==> config.mk <==
export PLATFORM = sky130hd
export DESIGN_NAME = weather_station_frame_decoder
export DESIGN_NICKNAME = d
export VERILOG_FILES = /design/src/hw/rtl/wsfd_pkg.sv /design/src/hw/rtl/weather_station_frame_decoder.sv /design/src/hw/rtl/wsfd_csr.sv /design/src/hw/rtl/wsfd_frame_acc.sv /design/src/hw/rtl/wsfd_decode.sv
export SDC_FILE = /design/constraint.sdc
export NUM_CORES = 2
export LEC_CHECK = 0
export BUFFER_PORTS_ARGS = -buffer_cell sky130_fd_sc_hd__clkbuf_2
export CORE_MARGIN = 5
export CORE_UTILIZATION = 65
export DETAILED_ROUTE_END_ITERATION = 10
export GPL_TIMING_DRIVEN = 0
export PLACE_DENSITY = 0.84
export SLEW_MARGIN = 20
export SYNTH_ARGS = -nofsm -noshare
export SYNTH_HDL_FRONTEND = slang
export SYNTH_HIERARCHICAL = 1
export SYNTH_SLANG_ARGS = --single-unit
==> constraint.sdc <==
create_clock -name clock -period 27.2 [get_ports clock]
set_input_delay 2.72 -clock clock [delete_from_list [all_inputs] [get_ports clock]]
set_output_delay 2.72 -clock clock [all_outputs]
set_load 0.01 [all_outputs]
==> src/hw/rtl/wsfd_pkg.sv <==
// Shared types, constants and helper functions for the weather-station frame decoder.
`timescale 1ns / 1ps
`default_nettype none

package wsfd_pkg;

   localparam int unsigned POS_W     = 5;
   localparam logic [4:0]  FRAME_LEN = 5'd17;
   localparam logic [4:0]  FRAME_LAST = 5'd16;
   localparam logic [4:0]  CRC_LAST   = 5'd14;
   localparam logic [4:0]  SUM_LAST   = 5'd15;
   localparam logic [4:0]  LUX_FIRST  = 5'd12;
   localparam logic [4:0]  LUX_LAST   = 5'd14;

   localparam logic [7:0]  CRC_POLY    = 8'h31;
   localparam logic [11:0] TEMP_OFFSET = 12'd400;
   localparam logic [12:0] RECIP_TEN   = 13'd6554;   // round(2^16 / 10)
   localparam logic [11:0] DIV_BASE    = 12'd10;

   localparam logic [15:0] WIND_GAIN_RESET  = 16'd4221;
   localparam logic [15:0] GUST_GAIN_RESET  = 16'd33423;
   localparam logic [15:0] RAIN_GAIN_RESET  = 16'd16646;
   localparam logic [15:0] SOLAR_GAIN_RESET = 16'd517;

   localparam int unsigned UV_STEP_COUNT = 15;
   localparam logic [15:0] UV_STEPS [UV_STEP_COUNT] = '{
      16'd99,   16'd540,  16'd1000, 16'd1400, 16'd1843,
      16'd2292, 16'd2734, 16'd3138, 16'd3648, 16'd4196,
      16'd4707, 16'd5209, 16'd5735, 16'd6276, 16'd6778
   };

   typedef enum logic [1:0] {
      REG_WIND_GAIN  = 2'd0,
      REG_GUST_GAIN  = 2'd1,
      REG_RAIN_GAIN  = 2'd2,
      REG_SOLAR_GAIN = 2'd3
   } reg_index_type;

   typedef logic [POS_W-1:0] pos_type;

   typedef logic [15:1][7:0] frame_bytes_type;

   typedef struct packed {
      logic [15:0] wind;
      logic [15:0] gust;
      logic [15:0] rain;
      logic [15:0] solar;
   } gains_type;

   typedef struct packed {
      logic [20:0] lux;
      logic        crc_bad;
      logic        sum_bad;
   } acc_view_type;

   typedef struct packed {
      logic [7:0] quot;
      logic [3:0] rem;
   } div_step_type;

   typedef struct packed {
      logic [7:0]         node_id;
      logic [8:0]         wind_direction;
      logic signed [11:0] temp_tenths;
      logic [7:0]         humidity;
      logic [17:0]        wind_speed_q8;
      logic [15:0]        gust_q8;
      logic [23:0]        rain_q8;
      logic [15:0]        uv_raw;
      logic [3:0]         uv_step;
      logic [20:0]        light_lux;
      logic [28:0]        solar_q8;
      logic [1:0]         check_status;
   } record_type;

   // One byte through CRC-8, MSB first, no reflection.
   function automatic logic [7:0] crc8_feed(input logic [7:0] crc, input logic [7:0] b);
      logic [7:0] c;
      c = crc ^ b;
      for (int k = 0; k < 8; k++) begin
         if (c[7]) begin
            c = {c[6:0], 1'b0} ^ CRC_POLY;
         end else begin
            c = {c[6:0], 1'b0};
         end
      end
      return c;
   endfunction

   // Count of thresholds at or below the reading.
   function automatic logic [3:0] uv_grade(input logic [15:0] uv);
      logic [3:0] idx;
      idx = 4'd0;
      for (int k = 0; k < UV_STEP_COUNT; k++) begin
         idx = idx + 4'(uv >= UV_STEPS[k]);
      end
      return idx;
   endfunction

   // One base-256 digit of long division by ten; v stays below 2560.
   function automatic div_step_type div10_step(input logic [11:0] v);
      div_step_type r;
      logic [24:0]  prod;
      logic [11:0]  back;
      logic [11:0]  diff;
      prod   = 25'(v) * 25'(RECIP_TEN);
      r.quot = prod[23:16];
      back   = {4'b0, r.quot} * DIV_BASE;
      diff   = v - back;
      r.rem  = diff[3:0];
      return r;
   endfunction

endpackage

`default_nettype wire

==> src/hw/rtl/weather_station_frame_decoder.sv <==
// Top level of the weather-station frame decoder: framing, decode and result register.
`timescale 1ns / 1ps
`default_nettype none
//
// Usage
//   req_*  : one frame byte per word (req_frame_byte, req_frame_start). A word is taken
//            at a clock edge with req_valid high and req_stall low. req_frame_start
//            high makes the word byte 0 of a new frame and drops any partial frame;
//            without it words are framed in groups of 17 counted from reset.
//   rsp_*  : one decoded record per 17-byte frame, on the word holding byte 16.
//            A nonzero rsp_check_status marks a frame whose CRC or sum failed.
//   csr_*  : APB-style port for the four Q16 gains (byte addresses 0, 4, 8, 12).
// Timing
//   A new word may follow in every cycle while req_stall is low. The record shows
//   on rsp_valid in the cycle after its last byte is taken. Gain products are
//   formed combinationally from the stored frame bytes; lux / 10 is worked out
//   one base-256 digit per byte as bytes 12 to 14 arrive.
// Stall and reset
//   A waiting record does not hold up words in the middle of a frame; only the
//   last byte of the next frame is stalled while a record is still held and
//   rsp_stall is high. Reset clears the byte position, the running CRC and sum,
//   the record valid flag, and loads the gain reset values.

module weather_station_frame_decoder (
   input  wire logic               clock,
   input  wire logic               reset,

   input  wire logic               req_valid,
   output logic                    req_stall,
   input  wire logic [7:0]         req_frame_byte,
   input  wire logic               req_frame_start,

   output logic                    rsp_valid,
   input  wire logic               rsp_stall,
   output logic [7:0]              rsp_node_id,
   output logic [8:0]              rsp_wind_direction,
   output logic signed [11:0]      rsp_temp_tenths,
   output logic [7:0]              rsp_humidity,
   output logic [17:0]             rsp_wind_speed_q8,
   output logic [15:0]             rsp_gust_q8,
   output logic [23:0]             rsp_rain_q8,
   output logic [15:0]             rsp_uv_raw,
   output logic [3:0]              rsp_uv_step,
   output logic [20:0]             rsp_light_lux,
   output logic [28:0]             rsp_solar_q8,
   output logic [1:0]              rsp_check_status,

   input  wire logic               csr_psel,
   input  wire logic               csr_penable,
   input  wire logic               csr_pwrite,
   input  wire logic [3:0]         csr_paddr,
   input  wire logic [31:0]        csr_pwdata,
   output logic [31:0]             csr_prdata,
   output logic                    csr_pready
);

   wsfd_pkg::gains_type       gains;
   wsfd_pkg::frame_bytes_type frame_bytes;
   wsfd_pkg::acc_view_type    view;
   wsfd_pkg::record_type      rec;
   wsfd_pkg::record_type      rec_ff;
   logic                      ends_frame;
   logic                      accept;
   logic                      load;
   logic                      rsp_valid_ff;
   logic                      rsp_valid_in;

   wsfd_csr u_csr (
      .clock       (clock),
      .reset       (reset),
      .csr_psel    (csr_psel),
      .csr_penable (csr_penable),
      .csr_pwrite  (csr_pwrite),
      .csr_paddr   (csr_paddr),
      .csr_pwdata  (csr_pwdata),
      .csr_prdata  (csr_prdata),
      .csr_pready  (csr_pready),
      .gains       (gains)
   );

   wsfd_frame_acc u_acc (
      .clock       (clock),
      .reset       (reset),
      .accept      (accept),
      .frame_byte  (req_frame_byte),
      .frame_start (req_frame_start),
      .ends_frame  (ends_frame),
      .frame_bytes (frame_bytes),
      .view        (view)
   );

   wsfd_decode u_decode (
      .frame_bytes (frame_bytes),
      .view        (view),
      .gains       (gains),
      .rec         (rec)
   );

   // Hold the last byte only when the record register cannot be freed this cycle.
   assign req_stall    = ends_frame & rsp_valid_ff & rsp_stall;
   assign accept       = req_valid & ~req_stall;
   assign load         = accept & ends_frame;
   assign rsp_valid_in = load | (rsp_valid_ff & rsp_stall);

   always_ff @(posedge clock) begin
      if (reset) begin
         rsp_valid_ff <= 1'b0;
      end else begin
         rsp_valid_ff <= rsp_valid_in;
      end
   end

   // Record payload: load on the last byte, otherwise hold.
   always_ff @(posedge clock) begin
      if (load) begin
         rec_ff <= rec;
      end
   end

   assign rsp_valid          = rsp_valid_ff;
   assign rsp_node_id        = rec_ff.node_id;
   assign rsp_wind_direction = rec_ff.wind_direction;
   assign rsp_temp_tenths    = rec_ff.temp_tenths;
   assign rsp_humidity       = rec_ff.humidity;
   assign rsp_wind_speed_q8  = rec_ff.wind_speed_q8;
   assign rsp_gust_q8        = rec_ff.gust_q8;
   assign rsp_rain_q8        = rec_ff.rain_q8;
   assign rsp_uv_raw         = rec_ff.uv_raw;
   assign rsp_uv_step        = rec_ff.uv_step;
   assign rsp_light_lux      = rec_ff.light_lux;
   assign rsp_solar_q8       = rec_ff.solar_q8;
   assign rsp_check_status   = rec_ff.check_status;

endmodule

`default_nettype wire

==> src/hw/rtl/wsfd_csr.sv <==
// APB-style register file holding the four Q16 gains.
`timescale 1ns / 1ps
`default_nettype none

module wsfd_csr (
   input  wire logic               clock,
   input  wire logic               reset,
   input  wire logic               csr_psel,
   input  wire logic               csr_penable,
   input  wire logic               csr_pwrite,
   input  wire logic [3:0]         csr_paddr,
   input  wire logic [31:0]        csr_pwdata,
   output logic      [31:0]        csr_prdata,
   output logic                    csr_pready,
   output wsfd_pkg::gains_type     gains
);

   wsfd_pkg::gains_type   gains_ff;
   wsfd_pkg::reg_index_type sel;
   logic                  wr_en;

   assign sel        = wsfd_pkg::reg_index_type'(csr_paddr[3:2]);
   assign wr_en      = csr_psel & csr_penable & csr_pwrite;
   assign csr_pready = 1'b1;
   assign gains      = gains_ff;

   always_ff @(posedge clock) begin
      if (reset) begin
         gains_ff.wind  <= wsfd_pkg::WIND_GAIN_RESET;
         gains_ff.gust  <= wsfd_pkg::GUST_GAIN_RESET;
         gains_ff.rain  <= wsfd_pkg::RAIN_GAIN_RESET;
         gains_ff.solar <= wsfd_pkg::SOLAR_GAIN_RESET;
      end else if (wr_en) begin
         unique case (sel)
            wsfd_pkg::REG_WIND_GAIN:  gains_ff.wind  <= csr_pwdata[15:0];
            wsfd_pkg::REG_GUST_GAIN:  gains_ff.gust  <= csr_pwdata[15:0];
            wsfd_pkg::REG_RAIN_GAIN:  gains_ff.rain  <= csr_pwdata[15:0];
            wsfd_pkg::REG_SOLAR_GAIN: gains_ff.solar <= csr_pwdata[15:0];
            default: ;
         endcase
      end
   end

   always_comb begin
      unique case (sel)
         wsfd_pkg::REG_WIND_GAIN:  csr_prdata = {16'b0, gains_ff.wind};
         wsfd_pkg::REG_GUST_GAIN:  csr_prdata = {16'b0, gains_ff.gust};
         wsfd_pkg::REG_RAIN_GAIN:  csr_prdata = {16'b0, gains_ff.rain};
         wsfd_pkg::REG_SOLAR_GAIN: csr_prdata = {16'b0, gains_ff.solar};
         default:                  csr_prdata = 32'b0;
      endcase
   end

endmodule

`default_nettype wire

==> src/hw/rtl/wsfd_frame_acc.sv <==
// Per-word framing: byte position, running CRC and sum, frame bytes, lux digits.
`timescale 1ns / 1ps
`default_nettype none

module wsfd_frame_acc (
   input  wire logic                  clock,
   input  wire logic                  reset,
   input  wire logic                  accept,
   input  wire logic [7:0]            frame_byte,
   input  wire logic                  frame_start,
   output logic                       ends_frame,
   output wsfd_pkg::frame_bytes_type  frame_bytes,
   output wsfd_pkg::acc_view_type     view
);

   wsfd_pkg::pos_type         pos_ff;
   wsfd_pkg::pos_type         pos_in;
   wsfd_pkg::pos_type         pos;
   logic [7:0]                crc_ff;
   logic [7:0]                crc_in;
   logic [7:0]                sum_ff;
   logic [7:0]                sum_in;
   logic [7:0]                crc_base;
   logic [7:0]                sum_base;
   wsfd_pkg::frame_bytes_type frame_ff;
   logic [20:0]               lux_ff;
   logic [3:0]                rem_ff;
   logic                      lux_digit;
   wsfd_pkg::div_step_type    digit;

   always_comb begin
      pos = frame_start ? '0 : pos_ff;
      if (pos >= wsfd_pkg::FRAME_LEN) begin
         pos = '0;
      end
      crc_base   = (pos == '0) ? 8'd0 : crc_ff;
      sum_base   = (pos == '0) ? 8'd0 : sum_ff;
      crc_in     = (pos <= wsfd_pkg::CRC_LAST) ? wsfd_pkg::crc8_feed(crc_base, frame_byte)
                                               : crc_base;
      sum_in     = (pos <= wsfd_pkg::SUM_LAST) ? sum_base + frame_byte : sum_base;
      ends_frame = (pos == wsfd_pkg::FRAME_LAST);
      pos_in     = ends_frame ? '0 : pos + 5'd1;
      lux_digit  = (pos >= wsfd_pkg::LUX_FIRST) && (pos <= wsfd_pkg::LUX_LAST);
      digit      = wsfd_pkg::div10_step({(pos == wsfd_pkg::LUX_FIRST) ? 4'd0 : rem_ff,
                                         frame_byte});
   end

   always_ff @(posedge clock) begin
      if (reset) begin
         pos_ff <= '0;
         crc_ff <= '0;
         sum_ff <= '0;
      end else if (accept) begin
         pos_ff <= pos_in;
         crc_ff <= crc_in;
         sum_ff <= sum_in;
      end
   end

   // Frame bytes and lux digits carry no reset.
   always_ff @(posedge clock) begin
      for (int i = 1; i <= 15; i++) begin
         if (accept && (pos == 5'(i))) begin
            frame_ff[i] <= frame_byte;
         end
      end
      if (accept && lux_digit) begin
         lux_ff <= {lux_ff[12:0], digit.quot};
         rem_ff <= digit.rem;
      end
   end

   assign frame_bytes  = frame_ff;
   assign view.lux     = lux_ff;
   assign view.crc_bad = (frame_ff[15] != crc_base);
   assign view.sum_bad = (frame_byte != sum_base);

endmodule

`default_nettype wire

==> src/hw/rtl/wsfd_decode.sv <==
// Field extraction and gain scaling of one completed frame.
`timescale 1ns / 1ps
`default_nettype none

module wsfd_decode (
   input  wire wsfd_pkg::frame_bytes_type frame_bytes,
   input  wire wsfd_pkg::acc_view_type    view,
   input  wire wsfd_pkg::gains_type       gains,
   output wsfd_pkg::record_type           rec
);

   logic [7:0]  f3;
   logic [9:0]  ws_raw;
   logic [11:0] temp_code;
   logic [15:0] rain_raw;
   logic [15:0] uv;
   logic [25:0] ws_prod;
   logic [23:0] gust_prod;
   logic [31:0] rain_prod;
   logic [36:0] solar_prod;

   always_comb begin
      f3         = frame_bytes[3];
      // flag bit set: 9-bit speed, else 10-bit
      ws_raw     = f3[6] ? {1'b0, f3[4], frame_bytes[6]} : {f3[5:4], frame_bytes[6]};
      temp_code  = {1'b0, f3[2:0], frame_bytes[4]};
      rain_raw   = {frame_bytes[8], frame_bytes[9]};
      uv         = {frame_bytes[10], frame_bytes[11]};
      ws_prod    = 26'(ws_raw) * 26'(gains.wind);
      gust_prod  = 24'(frame_bytes[7]) * 24'(gains.gust);
      rain_prod  = 32'(rain_raw) * 32'(gains.rain);
      solar_prod = 37'(view.lux) * 37'(gains.solar);

      rec.node_id        = frame_bytes[1];
      rec.wind_direction = {f3[7], frame_bytes[2]};
      rec.temp_tenths    = $signed(temp_code - wsfd_pkg::TEMP_OFFSET);
      rec.humidity       = frame_bytes[5];
      rec.wind_speed_q8  = ws_prod[25:8];
      rec.gust_q8        = gust_prod[23:8];
      rec.rain_q8        = rain_prod[31:8];
      rec.uv_raw         = uv;
      rec.uv_step        = wsfd_pkg::uv_grade(uv);
      rec.light_lux      = view.lux;
      rec.solar_q8       = solar_prod[36:8];
      rec.check_status   = {view.sum_bad, view.crc_bad};
   end

endmodule

`default_nettype wire

==> summary.txt <==
Timing
  • Rel. slew slack: 0.372
  • Final hold vios: 0
  • Unrepaired setup endpoints after global routing: false
  • Clock Skews: 0.0402 ns
  • PnR worst setup slack: 17.66 ns
  • Final worst path period share: 0.351
  • Maximum clock frequency: 105 MHz
  • Setup TNS: 0 ns
  • Final setup vio count: 0
  • Pins Over Slew Limit: 0
  • Worst-Margin Slew: 0.934 ns
  • WHS: 0.493 ns
  • Min Tclk post-route: 9.54 ns

Setup path
  • Crit path required time: 27.57 ns
  • Crit path largest cell delay: 0.55 ns
  • Slowest CP cell: fa_1
  • FF-to-FF End: u_acc/rem_ff[3]$_DFFE_PP_
  • Critical path arrival: 9.91 ns
  • Startpoint types: input pin
  • Crit path max-delay family: adder cells
  • CP endpoint kind: register
  • Reg2reg start: u_acc/pos_ff[1]$_SDFFE_PP0P_
  • Maximum fanout along the worst path: 10
  • Buf+Inv Stages, Crit Path: 7
  • Crit path kind: input pin to register
  • CP most frequent cell: fa_1
  • R2r setup slk: 19.51 ns
  • Worst Reg-to-Reg Cells: 27

Floorplan
  • Starting density of the core: 0.653
  • Die Wd: 272 um
  • I/O pin cnt: 254
  • Die ar.: 74200 sq um
  • Cell row count: 96
  • Core area: 68500 sq um
  • Die Y: 272 um

Clocking
  • CTS H-tree depth: 2
  • Clock-pin slew on the worst setup and hold paths: 0.06 ns
  • # resized after CTS: 0
  • Hold-fix buffers, CTS: 0
  • CTS Buf Count: 45
  • Postcts setup bufs: 0
  • Clk sinks: 373
  • CTS tree: done
  • CTS max path bufs: 3
  • Clk_lat worst skew: 0.62 ns
  • CTS root buf: clkbuf_16

Finish
  • Share of layout cells above drive strength 1: 0.0989
  • Area Overhead vs Synth: 9.51%
  • Layout net count: 5891
  • Layout Cells excl Fill: 5666
  • Final core occ: 0.715

Drt
  • DR iter-0 viols: 2707
  • Total Wirelength: 112000 um
  • Drt via density: 5.75
  • Mean routed wirelength per cell: 19.8 um
  • Number of routed nets with antenna violations: 0
  • First-pass DRT Iterations: 6
  • Post-route DRC violation count: 0
  • Vias post-DR: 32600

Status
  • Status: completed

Placement
  • Pre-CTS setup slack: 17.06 ns
  • GPL Wtd Cong: 0.968
  • DP Cell Count: 5581
  • HPWL Detailed: 87600 um
  • PortBufs: 218

Logic synthesis
  • Ys Warns: 6
  • Average cell area after synthesis: 10.1 sq um
  • Post-synthesis cell count: 4448
  • Synthesized area: 44700 sq um

Global routing
  • Largest net degree at the start of global routing: 25
  • Global-route wire length before repair: 182000 um
  • Remaining Overflow, GRT: 0
  • Initial antenna violation count: 2
  • Tot GR Track Use: 0.309
  • Vias in the first global route: 34600

Run
  • Max-Cap Viols: 0

Worst hold path
  • WHS Endpoint: u_acc/sum_ff[1]$_SDFFE_PP0P_
  • HP Start: u_acc/sum_ff[1]$_SDFFE_PP0P_
  • Hold Path Depth: 2
  • Worst Hold Class: register to register

Power
  • PD cells: 36.9 nW/um^2
  • VDD IR max: 51.3 uV
  • P_leak: 23.5 nW
-- tightest hold or removal path: stages (launching register included) --
cell,delay [ns]
dfxtp_1,0.33
a21oi_1,0.06
nor2_1,0.07
-- registers in the layout, indices dropped and copies added (netlist names) --
register	cells
rsp_solar_q8	29
rsp_gust_q8	16
rsp_humidity	8
rsp_light_lux	21
u_acc/rem_ff	4
u_csr/gains	64
rsp_valid	1
rsp_uv_raw	16
rsp_check_status	2
rsp_node_id	8
u_acc/lux_ff	21
rsp_uv_step	4
rsp_wind_direction	9
rsp_temp_tenths	12
u_acc/crc_ff	8
u_acc/frame_bytes	95
rsp_wind_speed_q8	18
rsp_rain_q8	24
u_acc/sum_ff	8
u_acc/pos_ff	5
-- cells in the final DEF, fill, tap and decap left out, drive strengths merged, types with 5 or more instances in the layout --
| master | n |
|---|---|
| a211oi | 18 |
| a21boi | 5 |
| a21o | 33 |
| a21oi | 82 |
| a31oi | 11 |
| and2 | 386 |
| and3 | 12 |
| buf | 127 |
| clkbuf | 417 |
| clkinv | 12 |
| clkinvlp | 6 |
| conb | 17 |
| dfxtp | 86 |
| edfxtp | 287 |
| fa | 695 |
| ha | 398 |
| inv | 853 |
| mux2i | 58 |
| mux4 | 16 |
| nand2 | 586 |
| nand2b | 45 |
| nand3 | 40 |
| nand4 | 18 |
| nor2 | 139 |
| nor2b | 26 |
| nor3 | 35 |
| nor4 | 13 |
| o211ai | 12 |
| o21a | 19 |
| o21ai | 79 |
| o21bai | 8 |
| o31ai | 5 |
| o32ai | 6 |
| or2b | 12 |
| or3 | 7 |
| xnor2 | 93 |
| xor2 | 54 |
-- layout make-up --
| type | count | area (sq um) |
|---|---|---|
| flip-flops and latches | 373 | 10300 |
| clock buffers | 53 | 1240 |
| well taps | 882 | 1100 |
| repair buffers | 236 | 1400 |
| fillers | 4831 | 19500 |
| clock inverters | 31 | 375 |
| multi-input cells | 2991 | 30000 |
| inverters | 844 | 3170 |
| plain buffers | 255 | 1350 |
| diodes | 1 | 2.50 |
-- per-layer routing --
| metal | GRT usage | share of wire | vias up |
|---|---|---|---|
| met2 | 0.510 | 0.48 | 1616 |
| met5 | 0 | 0.00012 | - |
| met3 | 0.0719 | 0.10 | 313 |
| met1 | 0.407 | 0.38 | 16300 |
| met4 | 0.109 | 0.041 | 2 |
| li1 | - | - | 14400 |
-- per-stage QoR --
stage | total power (W) | area (sq um)
3_5_place_dp | 0.00117 | 47400
6_report | 0.00181 | 49000
2_1_floorplan | 0.00105 | 44800
4_1_cts | 0.00182 | 49000
5_1_grt | 0.00192 | 49000
3_3_place_gp | 0.00115 | 47000
-- worst max-delay path by stage --
stage | from | end | cells after the start
after floorplan | req_frame_start | rsp_check_status[0]$_DFFE_PP_ | 6
after global placement | req_frame_start | rsp_wind_speed_q8[0]$_DFFE_PP_ | 8
after detailed placement | req_frame_start | u_acc/rem_ff[3]$_DFFE_PP_ | 28
after CTS | req_frame_start | u_acc/rem_ff[3]$_DFFE_PP_ | 28
after global routing | req_frame_start | u_acc/rem_ff[3]$_DFFE_PP_ | 29
final | req_frame_start | u_acc/rem_ff[3]$_DFFE_PP_ | 28
-- report_power, final --
| part | switching (W) | leakage [nW] | total [W] | internal, W |
|---|---|---|---|---|
| sequential | 0.00000616 | 3.29 | 0.000642 | 0.000635 |
| clock | 0.000272 | 0.773 | 0.000646 | 0.000374 |
| combinational | 0.000306 | 19.5 | 0.000521 | 0.000215 |
| total | 0.000584 | 23.5 | 0.00181 | 0.00122 |
(Power assumes the default switching activity.)
